File: config.mk
export PLATFORM = sky130hd
export DESIGN_NAME = bounded_vector_engine_flat
export DESIGN_NICKNAME = d
export VERILOG_FILES = /design/src/rtl/bve_pkg.sv /design/src/rtl/bve_if.sv /design/src/rtl/bounded_vector_engine.sv /design/src/flat_wrapper.sv
export SDC_FILE = /design/constraint.sdc
export NUM_CORES = 2
export LEC_CHECK = 0
export BUFFER_PORTS_ARGS = -buffer_cell sky130_fd_sc_hd__buf_2
export CAP_MARGIN = 10
export CORE_ASPECT_RATIO = 1.1
export CORE_MARGIN = 1
export CORE_UTILIZATION = 60
export DETAILED_ROUTE_END_ITERATION = 12
export PLACE_DENSITY = 0.73
export SLEW_MARGIN = 20
export SYNTH_ARGS = -nofsm -noshare
export SYNTH_HDL_FRONTEND = slang
export SYNTH_SLANG_ARGS = --single-unit
File: constraint.sdc
create_clock -name clk -period 7.4 [get_ports clk]
set_clock_uncertainty 0.2 [all_clocks]
set_input_delay 0.74 -clock clk [delete_from_list [all_inputs] [get_ports clk]]
set_output_delay 0.74 -clock clk [all_outputs]
set_load 0.005 [all_outputs]
File: src/rtl/bve_pkg.sv
// Shared constants and types of the bounded vector engine.
package bve_pkg;

    localparam int DEPTH_DEFAULT = 64;

    localparam int KIND_W  = 3;
    localparam int WORD_W  = 32;
    localparam int INDEX_W = 7;
    localparam int ERR_W   = 3;
    localparam int COUNT_W = 7;

    typedef logic [KIND_W-1:0]         kind_t;
    typedef logic signed [WORD_W-1:0]  word_t;
    typedef logic signed [INDEX_W-1:0] index_t;
    typedef logic [ERR_W-1:0]          err_t;
    typedef logic [COUNT_W-1:0]        count_t;

    localparam kind_t KIND_APPEND     = 3'd0;
    localparam kind_t KIND_TAKE_LAST  = 3'd1;
    localparam kind_t KIND_PREPEND    = 3'd2;
    localparam kind_t KIND_TAKE_FIRST = 3'd3;
    localparam kind_t KIND_INSERT     = 3'd4;
    localparam kind_t KIND_READ_AT    = 3'd5;
    localparam kind_t KIND_FIND       = 3'd6;

    localparam err_t ERR_NONE     = 3'd0;
    localparam err_t ERR_EMPTY    = 3'd1;
    localparam err_t ERR_INDEX    = 3'd2;
    localparam err_t ERR_NOTFOUND = 3'd3;
    localparam err_t ERR_FULL     = 3'd4;

    localparam word_t  FAIL_WORD   = '1;
    localparam index_t INDEX_FRONT = '1;

endpackage

File: src/rtl/bve_if.sv
// Request and response channel interfaces of the bounded vector engine.
interface bve_req_if;
    logic             valid;
    logic             ready;
    bve_pkg::kind_t   kind;
    bve_pkg::word_t   value;
    bve_pkg::index_t  index;

    modport source (output valid, output kind, output value, output index, input ready);
    modport sink   (input valid, input kind, input value, input index, output ready);
endinterface

interface bve_rsp_if;
    logic             valid;
    logic             ready;
    bve_pkg::word_t   result_value;
    bve_pkg::err_t    error_code;
    bve_pkg::count_t  count;

    modport source (output valid, output result_value, output error_code, output count,
                    input ready);
    modport sink   (input valid, input result_value, input error_code, input count,
                    output ready);
endinterface

File: src/rtl/bounded_vector_engine.sv
// Bounded vector engine: an ordered list of signed words kept in one synchronous RAM.
//
// The list lives in a DEPTH-word RAM with one write and one registered read port,
// and every request word is served one at a time. A back push, an unused kind and
// any operation that fails its full, empty or index check complete without a RAM
// read; a back pop and read_at make one RAM read. A front push and an insert at
// position p move the entries from p up by one, one RAM read and one write per
// cycle; a front pop moves all remaining entries down; find scans from the front
// and stops at the first hit. The single RAM port pair limits each operation, and a
// response word that waits for the receiver delays the next completion.
// A new request word is accepted while the previous response word still waits in the
// output register. No clearing pass is needed after reset.
module bounded_vector_engine #(
    parameter int DEPTH = bve_pkg::DEPTH_DEFAULT
) (
    input  logic    clk,
    input  logic    rst_n,
    bve_req_if.sink req,
    bve_rsp_if.source rsp
);

    localparam int AW = (DEPTH > 1) ? $clog2(DEPTH) : 1;
    localparam int CW = $clog2(DEPTH + 1);
    localparam logic [CW-1:0] FULL_COUNT = CW'(DEPTH);

    localparam logic [2:0] S_IDLE     = 3'd0;
    localparam logic [2:0] S_RDWAIT   = 3'd1;
    localparam logic [2:0] S_SHIFT_UP = 3'd2;
    localparam logic [2:0] S_SHIFT_DN = 3'd3;
    localparam logic [2:0] S_FIND     = 3'd4;
    localparam logic [2:0] S_DONE     = 3'd5;

    logic [2:0]           state_reg, state_next;
    logic [CW-1:0]        occ_reg, occ_next;
    logic [AW-1:0]        rd_ptr_reg, rd_ptr_next;
    logic [AW-1:0]        last_reg, last_next;
    logic                 issue_reg, issue_next;
    logic                 pend_reg, pend_next;
    logic [AW-1:0]        pend_addr_reg, pend_addr_next;
    bve_pkg::word_t       val_reg, val_next;
    bve_pkg::word_t       res_reg, res_next;
    bve_pkg::err_t        err_reg, err_next;

    logic                 out_valid_reg, out_valid_next;
    bve_pkg::word_t       out_value_reg, out_value_next;
    bve_pkg::err_t        out_err_reg, out_err_next;
    bve_pkg::count_t      out_count_reg, out_count_next;

    bve_pkg::word_t       mem [DEPTH];
    bve_pkg::word_t       rdata_reg;
    logic                 mem_we;
    logic [AW-1:0]        mem_waddr;
    bve_pkg::word_t       mem_wdata;
    logic [AW-1:0]        mem_raddr;

    logic                 accept;
    logic                 full;
    logic                 empty;
    logic [CW-1:0]        occ_dec;
    logic [CW+6:0]        occ_wide;
    logic [CW+6:0]        idx_wide;
    logic                 idx_ok;
    logic [AW-1:0]        idx_addr;
    logic                 out_load;

    assign accept   = req.valid && req.ready;
    assign req.ready = (state_reg == S_IDLE);
    assign full     = (occ_reg == FULL_COUNT);
    assign empty    = (occ_reg == '0);
    assign occ_dec  = occ_reg - 1'b1;
    assign occ_wide = {7'b0, occ_reg};
    assign idx_wide = {{(CW + 1){1'b0}}, req.index[5:0]};
    assign idx_ok   = !req.index[6] && (idx_wide < occ_wide);
    assign idx_addr = idx_wide[AW-1:0];
    assign out_load = (state_reg == S_DONE) && (!out_valid_reg || rsp.ready);

    assign rsp.valid        = out_valid_reg;
    assign rsp.result_value = out_value_reg;
    assign rsp.error_code   = out_err_reg;
    assign rsp.count        = out_count_reg;

    always_comb
    begin
        state_next     = state_reg;
        occ_next       = occ_reg;
        rd_ptr_next    = rd_ptr_reg;
        last_next      = last_reg;
        issue_next     = issue_reg;
        pend_next      = pend_reg;
        pend_addr_next = pend_addr_reg;
        val_next       = val_reg;
        res_next       = res_reg;
        err_next       = err_reg;
        mem_we         = 1'b0;
        mem_waddr      = '0;
        mem_wdata      = val_reg;
        mem_raddr      = '0;

        case (state_reg)
            S_IDLE:
            begin
                if (accept)
                begin
                    val_next   = req.value;
                    res_next   = '0;
                    err_next   = bve_pkg::ERR_NONE;
                    issue_next = 1'b1;
                    pend_next  = 1'b0;
                    state_next = S_DONE;
                    case (req.kind)
                        bve_pkg::KIND_APPEND:
                        begin
                            if (full)
                            begin
                                res_next = bve_pkg::FAIL_WORD;
                                err_next = bve_pkg::ERR_FULL;
                            end
                            else
                            begin
                                mem_we    = 1'b1;
                                mem_waddr = occ_reg[AW-1:0];
                                mem_wdata = req.value;
                                occ_next  = occ_reg + 1'b1;
                            end
                        end
                        bve_pkg::KIND_TAKE_LAST:
                        begin
                            if (empty)
                            begin
                                res_next = bve_pkg::FAIL_WORD;
                                err_next = bve_pkg::ERR_EMPTY;
                            end
                            else
                            begin
                                mem_raddr  = occ_dec[AW-1:0];
                                occ_next   = occ_dec;
                                state_next = S_RDWAIT;
                            end
                        end
                        bve_pkg::KIND_PREPEND,
                        bve_pkg::KIND_INSERT:
                        begin
                            if (full)
                            begin
                                res_next = bve_pkg::FAIL_WORD;
                                err_next = bve_pkg::ERR_FULL;
                            end
                            else if (req.kind == bve_pkg::KIND_INSERT &&
                                     req.index != bve_pkg::INDEX_FRONT && !idx_ok)
                            begin
                                res_next = bve_pkg::FAIL_WORD;
                                err_next = bve_pkg::ERR_INDEX;
                            end
                            else if (empty)
                            begin
                                mem_we    = 1'b1;
                                mem_waddr = '0;
                                mem_wdata = req.value;
                                occ_next  = occ_reg + 1'b1;
                            end
                            else
                            begin
                                // The target slot; the entries from it upward move up by one.
                                if (req.kind == bve_pkg::KIND_INSERT &&
                                    req.index != bve_pkg::INDEX_FRONT)
                                begin
                                    last_next = idx_addr;
                                end
                                else
                                begin
                                    last_next = '0;
                                end
                                rd_ptr_next = occ_dec[AW-1:0];
                                state_next  = S_SHIFT_UP;
                            end
                        end
                        bve_pkg::KIND_TAKE_FIRST:
                        begin
                            if (empty)
                            begin
                                res_next = bve_pkg::FAIL_WORD;
                                err_next = bve_pkg::ERR_EMPTY;
                            end
                            else
                            begin
                                rd_ptr_next = '0;
                                last_next   = occ_dec[AW-1:0];
                                state_next  = S_SHIFT_DN;
                            end
                        end
                        bve_pkg::KIND_READ_AT:
                        begin
                            if (!idx_ok)
                            begin
                                res_next = bve_pkg::FAIL_WORD;
                                err_next = bve_pkg::ERR_INDEX;
                            end
                            else
                            begin
                                mem_raddr  = idx_addr;
                                state_next = S_RDWAIT;
                            end
                        end
                        bve_pkg::KIND_FIND:
                        begin
                            if (empty)
                            begin
                                res_next = bve_pkg::FAIL_WORD;
                                err_next = bve_pkg::ERR_NOTFOUND;
                            end
                            else
                            begin
                                rd_ptr_next = '0;
                                last_next   = occ_dec[AW-1:0];
                                state_next  = S_FIND;
                            end
                        end
                        default:
                        begin
                            res_next = '0;
                        end
                    endcase
                end
            end
            S_RDWAIT:
            begin
                res_next   = rdata_reg;
                state_next = S_DONE;
            end
            S_SHIFT_UP,
            S_SHIFT_DN,
            S_FIND:
            begin
                // Reads are issued one per cycle; each lands in rdata_reg in the cycle after.
                mem_raddr      = rd_ptr_reg;
                pend_addr_next = rd_ptr_reg;
                pend_next      = issue_reg;
                if (issue_reg)
                begin
                    if (rd_ptr_reg == last_reg)
                    begin
                        issue_next = 1'b0;
                    end
                    else if (state_reg == S_SHIFT_UP)
                    begin
                        rd_ptr_next = rd_ptr_reg - 1'b1;
                    end
                    else
                    begin
                        rd_ptr_next = rd_ptr_reg + 1'b1;
                    end
                end

                if (state_reg == S_SHIFT_UP)
                begin
                    if (pend_reg)
                    begin
                        mem_we    = 1'b1;
                        mem_waddr = pend_addr_reg + 1'b1;
                        mem_wdata = rdata_reg;
                    end
                    else if (!issue_reg)
                    begin
                        mem_we     = 1'b1;
                        mem_waddr  = last_reg;
                        mem_wdata  = val_reg;
                        occ_next   = occ_reg + 1'b1;
                        state_next = S_DONE;
                    end
                end
                else if (state_reg == S_SHIFT_DN)
                begin
                    if (pend_reg)
                    begin
                        if (pend_addr_reg == '0)
                        begin
                            res_next = rdata_reg;
                        end
                        else
                        begin
                            mem_we    = 1'b1;
                            mem_waddr = pend_addr_reg - 1'b1;
                            mem_wdata = rdata_reg;
                        end
                    end
                    else if (!issue_reg)
                    begin
                        occ_next   = occ_dec;
                        state_next = S_DONE;
                    end
                end
                else
                begin
                    if (pend_reg && rdata_reg == val_reg)
                    begin
                        res_next   = 32'(pend_addr_reg);
                        state_next = S_DONE;
                    end
                    else if (!issue_reg && pend_reg)
                    begin
                        res_next   = bve_pkg::FAIL_WORD;
                        err_next   = bve_pkg::ERR_NOTFOUND;
                        state_next = S_DONE;
                    end
                end
            end
            S_DONE:
            begin
                if (out_load)
                begin
                    state_next = S_IDLE;
                end
            end
            default:
            begin
                state_next = S_IDLE;
            end
        endcase
    end

    always_comb
    begin
        out_value_next = out_value_reg;
        out_err_next   = out_err_reg;
        out_count_next = out_count_reg;
        out_valid_next = out_valid_reg;
        if (out_load)
        begin
            out_valid_next = 1'b1;
            out_value_next = res_reg;
            out_err_next   = err_reg;
            out_count_next = occ_wide[6:0];
        end
        else if (rsp.ready)
        begin
            out_valid_next = 1'b0;
        end
    end

    always_ff @(posedge clk or negedge rst_n)
    begin
        if (!rst_n)
        begin
            state_reg     <= S_IDLE;
            occ_reg       <= '0;
            issue_reg     <= 1'b0;
            pend_reg      <= 1'b0;
            out_valid_reg <= 1'b0;
        end
        else
        begin
            state_reg     <= state_next;
            occ_reg       <= occ_next;
            issue_reg     <= issue_next;
            pend_reg      <= pend_next;
            out_valid_reg <= out_valid_next;
        end
    end

    always_ff @(posedge clk)
    begin
        rd_ptr_reg    <= rd_ptr_next;
        last_reg      <= last_next;
        pend_addr_reg <= pend_addr_next;
        val_reg       <= val_next;
        res_reg       <= res_next;
        err_reg       <= err_next;
        out_value_reg <= out_value_next;
        out_err_reg   <= out_err_next;
        out_count_reg <= out_count_next;
    end

    always_ff @(posedge clk)
    begin
        if (mem_we)
        begin
            mem[mem_waddr] <= mem_wdata;
        end
        rdata_reg <= mem[mem_raddr];
    end

    a_occ_bounded: assert property (@(posedge clk) disable iff (!rst_n)
        occ_reg <= FULL_COUNT)
        else $error("occupancy exceeds depth");

    a_occ_step: assert property (@(posedge clk) disable iff (!rst_n)
        (occ_reg != $past(occ_reg)) |->
            (occ_reg == $past(occ_reg) + 1'b1 || occ_reg == $past(occ_reg) - 1'b1))
        else $error("occupancy moved by more than one");

    a_rsp_from_done: assert property (@(posedge clk) disable iff (!rst_n)
        $rose(out_valid_reg) |-> $past(state_reg) == S_DONE)
        else $error("response word raised outside completion");

    a_fail_word: assert property (@(posedge clk) disable iff (!rst_n)
        (rsp.valid && rsp.error_code != bve_pkg::ERR_NONE) |->
            rsp.result_value == bve_pkg::FAIL_WORD)
        else $error("failed operation without fail word");

endmodule

File: src/flat_wrapper.sv
// flat-port wrapper written by rule: the top's interface ports become plain ports
module bounded_vector_engine_flat 
#(
    parameter int DEPTH = bve_pkg::DEPTH_DEFAULT
)
  (clk, rst_n, req_valid, req_kind, req_value, req_index, req_ready, rsp_valid, rsp_result_value, rsp_error_code, rsp_count, rsp_ready);
  bve_req_if req_i ();
  bve_rsp_if rsp_i ();
  input  logic clk;
  input  logic rst_n;
  input wire logic [$bits(req_i.valid)-1:0] req_valid;
  input wire logic [$bits(req_i.kind)-1:0] req_kind;
  input wire logic [$bits(req_i.value)-1:0] req_value;
  input wire logic [$bits(req_i.index)-1:0] req_index;
  output wire logic [$bits(req_i.ready)-1:0] req_ready;
  output wire logic [$bits(rsp_i.valid)-1:0] rsp_valid;
  output wire logic [$bits(rsp_i.result_value)-1:0] rsp_result_value;
  output wire logic [$bits(rsp_i.error_code)-1:0] rsp_error_code;
  output wire logic [$bits(rsp_i.count)-1:0] rsp_count;
  input wire logic [$bits(rsp_i.ready)-1:0] rsp_ready;
  assign req_i.valid = req_valid;
  assign req_i.kind = req_kind;
  assign req_i.value = req_value;
  assign req_i.index = req_index;
  assign req_ready = req_i.ready;
  assign rsp_valid = rsp_i.valid;
  assign rsp_result_value = rsp_i.result_value;
  assign rsp_error_code = rsp_i.error_code;
  assign rsp_count = rsp_i.count;
  assign rsp_i.ready = rsp_ready;
  bounded_vector_engine #(.DEPTH(DEPTH)) u_core (.clk(clk), .rst_n(rst_n), .req(req_i), .rsp(rsp_i));
endmodule
# Word level (Yosys, flattened, before mapping)
# Memories as Yosys holds them, arrays and structs flattened. A register that Yosys moved wholly into a read port is not among the register bits.
# Index checks and enable logic that the tools add are counted.
dict set report totals {
  ff_bits 140
  latch_bits 0
  ram_bits 2048
  mem_bits_ro 0
  input_bits 46
  output_inout_bits 44
  wordCells 221
  n_memories 1
}
# name words width read_ports rd_clocked_by_memory_dff write_ports line_no
set memory_table {}
lappend memory_table {u_core.mem 64 32 1 1 1 bounded_vector_engine.sv:49} ;# bve_pkg::word_t mem [DEPTH];
dict set report classes {
  n_addsub 6
  multipliers 0
  div 0
  magnitude_cmp 1
  eq_ne 43
  shift 0
  muxes 123
  n_bitwise 0
  reduce_logical 33
}
# op n
set ops {}
lappend ops {{$mux W32} 22}
lappend ops {{$mux W6} 24}
lappend ops {{$pmux W32 S2} 2}
lappend ops {{$pmux W32 S4} 1}
lappend ops {{$pmux W32 S3} 1}
lappend ops {{$mux W7} 12}
lappend ops {{$pmux W6 S2} 6}
lappend ops {{$mux W3} 21}
lappend ops {{$eq A32 B32 Y1} 1}
lappend ops {{$pmux W3 S5} 2}
lappend ops {{$ne A3 B3 Y1 const B} 9}
lappend ops {{$ne A2 B2 Y1 const B} 11}
lappend ops {{$mux W1} 21}
lappend ops {{$pmux W7 S3} 1}
lappend ops {{$eq A3 B3 Y1 const B} 5}
lappend ops {{$pmux W7 S2} 1}
lappend ops {{$add A6 B1 Y6 const B} 2}
lappend ops {{$eq A3 B2 Y1 const B} 4}
lappend ops {{$pmux W3 S4} 1}
lappend ops {{$reduce_and A6 Y1} 2}
lappend ops {{$sub A6 B1 Y6 const B} 2}
lappend ops {{$reduce_and A11 Y1} 1}
lappend ops {{$reduce_and A9 Y1} 1}
lappend ops {{$pmux W1 S2} 4}
lappend ops {{28 further kinds} 49}

# Logic depth before layout (Yosys ltp)
dict set report logic_depth {
  depth_word 11
  ltp_mapped 16
  depth_no_buf 11
}

# Worst setup path after synthesis
# OpenSTA, ideal clock, no wires.
dict set report synth_timing {
  path_kind {input -> register}
  start {input port req_valid}
  end {memory u_core.mem[6][0] (netlist bit), enable pin}
  setup_time_ns 0.421
  arrival_time_ns 4.669
  required_ns 6.779
  setup_slack_ns 2.110
  stages 9
  path_buffers 3
  cell_sequence {or4b_1 > buf_2 > inv_1 > and3_1 > clkbuf_1 > a31oi_1 > or3b_2 > clkbuf_1 > nor2_1}
}
dict set report synth_via {
  elab_chain_len 5
  word_cells_on_any_way 7
  cone_classes {mux (6); reduce/logical (1)}
}
# item line_no
set synth_lines {}
lappend synth_lines {{start, declared} flat_wrapper.sv:11} ;# input wire logic [$bits(req_i.valid)-1:0] req_valid;
lappend synth_lines {{$logic_and A1 B1 Y1 (*)} bounded_vector_engine.sv:66} ;# assign accept = req.valid && req.ready;
lappend synth_lines {{$mux W1} bounded_vector_engine.sv:102} ;# if (accept)
lappend synth_lines {{$pmux W1 S2} bounded_vector_engine.sv:99} ;# case (state_reg)
lappend synth_lines {{$mux W1} bounded_vector_engine.sv:375} ;# if (mem_we)
lappend synth_lines {{$mux W1 (implied by the code)} bounded_vector_engine.sv:377} ;# mem[mem_waddr] <= mem_wdata;
lappend synth_lines {{end, declared} bounded_vector_engine.sv:49}
# Every way passes the cells marked *; elsewhere a longest branch is shown, timed or not.

# Final worst setup path
dict set report layout_timing {
  start {register u_core.state_reg[0]}
  end {register u_core.rdata_reg[14], read port of u_core.mem}
}
dict set report layout_via {
  elab_chain_len 4
  word_cells_on_any_way 8
  cone_classes {eq/ne (3); mux (2); reduce/logical (3)}
}
# item line_no
set layout_lines {}
lappend layout_lines {{start, declared} bounded_vector_engine.sv:33} ;# logic [2:0] state_reg, state_next;
lappend layout_lines {{start signal, assigned} bounded_vector_engine.sv:352} ;# state_reg <= state_next;
lappend layout_lines {{$logic_not A3 Y1} {bounded_vector_engine.sv:67, bounded_vector_engine.sv:99}}
lappend layout_lines {{$logic_and A1 B1 Y1} bounded_vector_engine.sv:66}
lappend layout_lines {{$mux W6} bounded_vector_engine.sv:102}
lappend layout_lines {{$pmux W6 S2 (*)} bounded_vector_engine.sv:99}
lappend layout_lines {{end, declared} bounded_vector_engine.sv:50} ;# bve_pkg::word_t rdata_reg;
# Marked as above.
# A chain may end at the register's enable or synchronous reset.

==> impl_metrics.yaml <==
run_status:
  outcome: "finished, violations left"
  violations: "DRC"
yosys:
  ys_ff_latch: 2220
  synth_cell_types: 77
  yosysTopAreaCell: "edfxtp_1"
  synthTopCellsByCount: "2175 x edfxtp_1, 1962 x nand2_1, 942 x nand3_1"
  synth-seq-area-share: 0.756
  postSynth.asyncResetShare: 0.00586
  synth.cell_area_mm2: 0.0876
  syn_area_per_cell_um2: 13.1
  synthDominantCellAreaShare: 0.745
  synth_edf_count: 2175
  ys_top_cells_by_area: "edfxtp_1 75%, nand2_1 8.4%, nand3_1 5.4%"
  synth_nets: 6740
  yosysWarnings: 0
  synth_most_common_cell: "edfxtp_1"
  ys.flop_type: "edfxtp_1"
  synthCells: 6680
layout:
  stdcell_count: 8919
  top_register: "u_core.mem"
  multi_input_area_mm2: 0.0201
  seqCellArea_mm2: 0.0663
  largest_register_ffs: 2048
  area_growth_pct: 12.2
  drive_gt1_frac: 0.102
  final_nets: 6872
  fillers: 9648
  fin_util: 0.680
critical_path:
  crit_required_ps: 7870
  rrSetupSlack_ps: 1370
  worstPathMaxFanout: 53
  rr_worst_depth: 12
  cp_data_arrival_time_ps: 6500
  cp_slowest_cell: "a211oi_1"
  crit_family: "compound AO/OA/AOI/OAI gates"
  critical-path-max-stage-delay_ps: 870
  cp-end-kind: "flop"
  cp_cell_sequence: "buf_4 > nor2_1 > a21oi_1 > clkinv_1 > a32oi_2 > and2_4 > buf_4 > mux2_2 > o21ai_0 > a31oi_1 > a211oi_1 > nand4_1"
  start_kind: "flop"
  crit_top_cell: "buf_4"
  cp_num_buf_inv: 3
  crit_cells: 12
  critPathKind: "reg2reg"
clock_network:
  clk_latency_ps: 870
  cts_buffers: 203
  cts_resized: 0
  cts_root_buf: "clkbuf_16"
  clockBufferDepth: 3
  ctsHoldBuffers: 34
  cts_setup_buffers: 0
  htree_num_levels: 4
  cts_sinks: 2220
  cts_tree: "done"
  clk_pin_slew_ps: 60
die:
  num_rows: 146
  core_area_mm2: 0.144
  die_y_um: 403
  boundaryPins: 90
  die_w_um: 366
  dieArea_mm2: 0.148
  start_util: 0.607
routing:
  drc_errors: 2
  vias: 58500
  drt_pass1_iterations: 12
  initialDrtViolationCount: 9585
  vias_per_cell: 6.56
  ant_nets: 0
  wl_per_cell_um: 28.3
  wl_mm: 252
place:
  dp.cells: 8494
  portBuffers: 89
  pre_cts_slack_ps: 1530
  dpl.hpwl_mm: 150
  place.gp.congestion: 0.937
power:
  ir_drop_mv: 0.284
  leakage_nw: 33.4
  p_total_mw: 36.5
  power_density_mw_per_mm2: 371
sta:
  final.setup.worst_slack_ps: 1370
  post-route-period-util: 0.815
  setup_violations: 0
  fmax_ghz: 0.166
  maxSlewViolCount: 0
  relSlewSlack: 0.230
  setup-tns-final_ps: 0
  fin_crit_ps: 6030
  worst_pin_slew_ps: 1150
  hold_viol_final: 0
  rsz0062_at_grt: "no"
flow_run:
  maxCapViolations: 0
grt:
  track_usage: 0.339
  grt_antenna_before_repair: 10
  grt-ovfl-total: 0
  grt_pass1_wl_mm: 365
  grt_max_degree: 160
  grt_pass1_vias: 54600
worst_hold_path:
  hold_depth: 3
  hold_class: "in2reg"
[worst min-delay path, cell delays in order]
cell and delay, ps:
buf_2 140, a21oi_1 130, o21ai_0 80
[cells in the final DEF (no fill, tap or decap), types with 34 or more instances in the layout]
master         synthesis  routed
edfxtp_1            2175    2175
nand2_1             1962    1961
nand3_1              942     942
clkbuf_16              0     208
nand4_1              185     185
buf_4                  1     185
a31oi_1              145     145
a21oi_1              101      99
buf_2                107      89
o21ai_0               82      81
nor2_4                 0      68
clkinv_1               2      57
mux2i_1               56      56
a32oi_1               56      56
xnor2_1               50      50
clkbuf_1             256      50
nor2_1               105      38
clkinv_2               0      37
and3_1                35      34
a222oi_1              34      34
dlygate4sd3_1          0      34
[worst paths after layout]
check / end / from
setup reg to reg: u_core.rdata_reg[14] / u_core.state_reg[0]
max in group asynchronous: u_core.occ_reg[6] / rst_n
min in group asynchronous: u_core.occ_reg[0] / rst_n
hold reg to reg: u_core.rsp.result_value[9] / u_core.res_reg[9]
hold / removal: u_core.state_reg[2] / req_valid
setup / recovery: u_core.rdata_reg[14] / u_core.state_reg[0]
[per-layer routing]
layer | GRT usage | vias up | share of wire
li1 | - | 24900 | -
met1 | 0.477 | 28800 | 0.37
met2 | 0.524 | 4174 | 0.46
met3 | 0.0718 | 630 | 0.13
met4 | 0.133 | 4 | 0.039
met5 | 0 | - | 0.000087
[where the power goes]
group | internal, mW | total [mW] | leakage [nW] | switching (mW)
clock | 5.80 | 10.4 | 3.21 | 4.60
combinational | 2.81 | 10.6 | 10.2 | 7.79
sequential | 15.0 | 15.5 | 20.0 | 0.551
total | 23.6 | 36.5 | 33.4 | 12.9
[area by class of cell]
class / instances / share of cell area
multi-input cells: 3992 / 0.204
diodes: 6 / 0.000153
flip-flops and latches: 2220 / 0.674
inverters: 60 / 0.00229
well taps: 1924 / 0.0245
repair buffers: 335 / 0.0275
clock buffers: 272 / 0.0568
clock inverters: 110 / 0.0102
[kinds of logic after synthesis]
| logic type | share of synthesized area |
|---|---|
| AO/OA/AOI/OAI | 0.0414 |
| XOR/XNOR | 0.00660 |
| adder cells (fa/ha/maj) | 0.00208 |
| buffers and inverters | 0.0218 |
| flip-flops | 0.756 |
| multiplexers | 0.00678 |
| AND/OR/NAND/NOR | 0.165 |
[stage by stage]
stage / area, µm² / hold WS [ps]
2_1_floorplan: 87600 / 200
3_3_place_gp: 91200 / 202
3_5_place_dp: 91300 / 205
4_1_cts: 98200 / 60.3
5_1_grt: 98300 / 104
6_report: 98300 / 103
(Power assumes the default switching activity.)
